==> config.mk <==
export PLATFORM = sky130hd
export DESIGN_NAME = sltt_cell
export DESIGN_NICKNAME = d
export VERILOG_FILES = /design/src/design/sltt_pkg.sv /design/src/design/sltt_cell.sv
export SDC_FILE = /design/constraint.sdc
export NUM_CORES = 1
export LEC_CHECK = 0
export BUFFER_PORTS_ARGS = -buffer_cell sky130_fd_sc_hd__buf_2
export CAP_MARGIN = 20
export CORE_AREA = 2 2 227 229
export CTS_CLUSTER_SIZE = 12
export DETAILED_ROUTE_END_ITERATION = 8
export DIE_AREA = 0 0 229 231
export GPL_TIMING_DRIVEN = 0
export PLACE_DENSITY = 0.4
export SYNTH_ARGS = -nofsm -noshare
export SYNTH_HDL_FRONTEND = slang
export SYNTH_SLANG_ARGS = --single-unit
==> constraint.sdc <==
create_clock -name i_clk -period 5.05 [get_ports i_clk]
set_input_delay 0.505 -clock i_clk [delete_from_list [all_inputs] [get_ports i_clk]]
set_output_delay 0.505 -clock i_clk [all_outputs]
set_load 0.02 [all_outputs]
==> src/design/sltt_pkg.sv <==
// Shared types and codes for the sorted leaf table unit
`timescale 1ns / 1ps
package sltt_pkg;
    localparam logic [2:0] OP_LOOKUP = 3'd0;
    localparam logic [2:0] OP_INSERT = 3'd1;
    localparam logic [2:0] OP_MARK   = 3'd2;
    localparam logic [2:0] OP_PURGE  = 3'd3;
    localparam logic [2:0] OP_READ   = 3'd4;

    localparam logic [2:0] ST_OK      = 3'd0;
    localparam logic [2:0] ST_FULL    = 3'd1;
    localparam logic [2:0] ST_DUP     = 3'd2;
    localparam logic [2:0] ST_NOTFND  = 3'd3;
    localparam logic [2:0] ST_MARKED  = 3'd4;
    localparam logic [2:0] ST_MFULL   = 3'd5;
    localparam logic [2:0] ST_BADPOS  = 3'd6;

    // per-cell command from the controller
    typedef struct packed {
        logic ins;   // load at the insert point, shift up above it
        logic del;   // shift down at and above the removed position
    } t_cell_cmd;
endpackage

==> src/design/sltt_cell.sv <==
// One table slot: holds a key/value, compares against the search key, shifts with neighbours
`timescale 1ns / 1ps
module sltt_cell import sltt_pkg::*; #(
    parameter int KEY_BITS = 64
) (
    input  logic                i_clk,
    input  logic                i_valid_slot,
    input  logic [KEY_BITS-1:0] i_key,
    input  t_cell_cmd           i_cmd,
    input  logic                i_ins_here,
    input  logic                i_ins_above,
    input  logic                i_del_above,
    input  logic [KEY_BITS-1:0] i_new_key,
    input  logic [63:0]         i_new_val,
    input  logic [KEY_BITS-1:0] i_lo_key,
    input  logic [63:0]         i_lo_val,
    input  logic [KEY_BITS-1:0] i_hi_key,
    input  logic [63:0]         i_hi_val,
    output logic [KEY_BITS-1:0] o_key,
    output logic [63:0]         o_val,
    output logic                o_eq,
    output logic                o_lt
);
    logic [KEY_BITS-1:0] r_key;
    logic [63:0]         r_val;

    assign o_key = r_key;
    assign o_val = r_val;
    assign o_eq  = i_valid_slot && (r_key == i_key);
    assign o_lt  = i_valid_slot && (r_key < i_key);

    always_ff @(posedge i_clk) begin
        if (i_cmd.ins && i_ins_here) begin
            r_key <= i_new_key;
            r_val <= i_new_val;
        end else if (i_cmd.ins && i_ins_above) begin
            r_key <= i_lo_key;
            r_val <= i_lo_val;
        end else if (i_cmd.del && i_del_above) begin
            r_key <= i_hi_key;
            r_val <= i_hi_val;
        end
    end
endmodule

==> results.sh <==
export IMPL_crit_required_ns=4.55
export IMPL_synth_edf_count=128
export IMPL_final_hold_violation_count=0
export IMPL_slowest_delay_ns=0.46
export IMPL_drt_initial_drc_count=286
export IMPL_clkPwrFrac_pct=33.0
export IMPL_syn_inst=791
export IMPL_row_count=83
export IMPL_netlist_area_um2=8100
export IMPL_cp_max_fo=3
export IMPL_drv_slew=0
export IMPL_port_buffers=584
export IMPL_dpl_cell_area_um2=12000
export IMPL_nFillCells=5639
export IMPL_worst_pin_slew_ns=0.776
export IMPL_die_height_um=231
export IMPL_seq_power_share_pct=38.9
export IMPL_switching_share_pct=33.5
export IMPL_die_area_um2=52900
export IMPL_grt_max_degree=64
export IMPL_grt_pass1_wl_mm=51.5
export IMPL_rsz0062_at_grt="no"
export IMPL_synth_warnings=0
export IMPL_numClockSinks=128
export IMPL_max_freq_mhz=288
export IMPL_wl_met1_mm=14.6
export IMPL_drc=0
export IMPL_cts_resized=0
export IMPL_status="complete, no violations"
export IMPL_cts_max_path_buffers=2
export IMPL_async_flop_share_pct=0
export IMPL_die_w_um=229
export IMPL_htree_levels=4
export IMPL_met3_length_mm=2.43
export IMPL_holdCritStartpoint="i_new_val[44]"
export IMPL_synth_avg_cell_area_um2=10.2
export IMPL_drt_total_wl_mm=36.1
export IMPL_yosysSeqAreaShare_pct=47.4
export IMPL_yosys_most_used_dff="edfxtp_1"
export IMPL_num_nets_final=1916
export IMPL_power_density_nw_per_um2=293
export IMPL_worstSetupStartpointType="flop"
export IMPL_postLayoutCoreUtil_pct=24.7
export IMPL_cts_tree="yes"
export IMPL_dp_hpwl_mm=30.7
export IMPL_cts_root_buf="clkbuf_16"
export IMPL_drt_pass1_iter_count=4
export IMPL_clk_pin_slew_ns=0.06
export IMPL_post_cts_buffers=0
export IMPL_viasPerCell=3.88
export IMPL_path_cells="ha_1, nand4_1, nor4_2, nand3_2, nand3b_4, a21oi_2, and4b_1, buf_2"
export IMPL_slew_headroom_pct=48.3
export IMPL_gp_congestion=0.848
export IMPL_grt_overflow_total=0
export IMPL_tns_ns=0
export IMPL_area_delta_synth_final_pct=54.5
export IMPL_ys_types=31
export IMPL_drv_cap=0
export IMPL_ys_ff_latch=128
export IMPL_start_util_pct=16.0
export IMPL_internal_power_mw=2.44
export IMPL_postCtsHoldBufs=0
export IMPL_p_sw_mw=1.23
export IMPL_ios=585
export IMPL_grt_pass1_vias=8423
export IMPL_met2_length_mm=18.3
export IMPL_crit_buf_inv=1
export IMPL_cts_buffers=17
export IMPL_holdPathStages=3
export IMPL_grt_antenna_before_repair=4
export IMPL_combPwrFrac_pct=28.1
export IMPL_min_path_type="input pin to flop"
export IMPL_fin_crit_sh_pct=68.8
export IMPL_post_drt_wl_per_cell_um=17.3
export IMPL_synthesis_nets=1310
export IMPL_path_class="flop to output pin"
export IMPL_fin_crit_ns=3.47
export IMPL_ir_worst_vdd_mv=0.230
export IMPL_drive_gt1_share_pct=46.4
export IMPL_worst_hold_slack_ns=0.315
export IMPL_top_layer_used="met5"
export IMPL_min_to="o_val[44]"
export IMPL_cp_top_family="simple AND/OR/NAND/NOR gates"
export IMPL_crit_slowest_cell="nor4_2"
export IMPL_design_area_um2=12500
export IMPL_power_total_mw=3.67
export IMPL_gr_usage_all_layers_pct=13.4
export IMPL_setup_violations=0
export IMPL_vias=8109
export IMPL_ant_nets=0
export IMPL_power_leakage_nw=6.42
export IMPL_crit_arrival_ns=2.97
export IMPL_cp_end_kind="output pin"
export IMPL_coreArea_um2=50700
## area by class of cell
class | count | area [um^2] | area share, %
inverter | 65 | 244 | 1.95
timing repair buffer | 587 | 2990 | 23.9
sequential | 128 | 3840 | 30.7
antenna | 1 | 2.50 | 0.0200
clock buffer | 17 | 425 | 3.40
clock inverter | 14 | 131 | 1.05
buffer | 42 | 190 | 1.52
multi-input combinational | 556 | 3830 | 30.6
tap | 680 | 851 | 6.80
## worst max-delay path by stage
stage / from / to / slack (ns) / depth (start not counted)
floorplan: i_ins_here / o_key[0] / 0.51 / 6
global placement: i_cmd[1] / o_key[18] / -2.30 / 7
detailed placement: i_cmd[1] / o_key[18] / 1.60 / 8
CTS: o_key[59] / o_lt / 1.39 / 8
global route: o_key[59] / o_lt / 1.34 / 8
finish: o_key[63] / o_lt / 1.58 / 8
## cell usage in the layout (no fill, tap or decap), drive strengths merged, types with 6 or more instances in the layout
cell / n
nand3: 7
ha: 64
edfxtp: 128
mux2i: 128
buf: 612
a21oi: 31
o21ai: 139
inv: 71
nand4: 9
clkbuf: 34
nor2: 6
nand2: 150
## metrics by stage
stage / setup WS, ns / cells
3_5_place_dp: 1.60 / 2058
2_1_floorplan: 0.508 / 791
6_report: 1.58 / 2090
5_1_grt: 1.34 / 2089
3_3_place_gp: -2.30 / 2055
4_1_cts: 1.39 / 2089
## Yosys cell counts (all sizes together) (3+ instances only)
cell	count	area, um^2
a21o	3	22.5
a21oi	31	163
buf	25	125
clkbuf	17	63.8
edfxtp	128	3840
ha	64	801
inv	65	244
mux2i	128	1280
nand2	150	563
nand3	7	40.0
nand4	9	62.6
nor2	6	22.5
nor4	4	43.8
o21ai	139	696
## layer usage
layer  track usage [%]  up-vias
met5                 0        -
met4              4.63        2
met3              4.08       38
met2              23.6      329
met1              15.3     3678
li1                  -     4062
## registers in the layout, summed over array words and instances, names as in the netlist
register and flops:
o_val 64, o_key 64
## power by group through the flow
stage / Sequential [mW] / Clock, mW / Combinational, mW
finish: 1.43 / 1.21 / 1.03
detailed placement: 1.45 / 0 / 1.05
CTS: 1.43 / 1.27 / 1.05
floorplan: 1.65 / 0 / 0.339
global placement: 1.47 / 0 / 1.04
global route: 1.45 / 1.30 / 1.14
## cells by family after synthesis
family | share of synthesized area (%)
and+or+nand+nor | 10.1
buffers and inverters | 5.34
adders and majority gates | 9.88
DFF | 47.4
AOI/OAI and AO/OA | 11.4
muxes | 15.8
No activity file was read; power rests on OpenSTA's default activity.
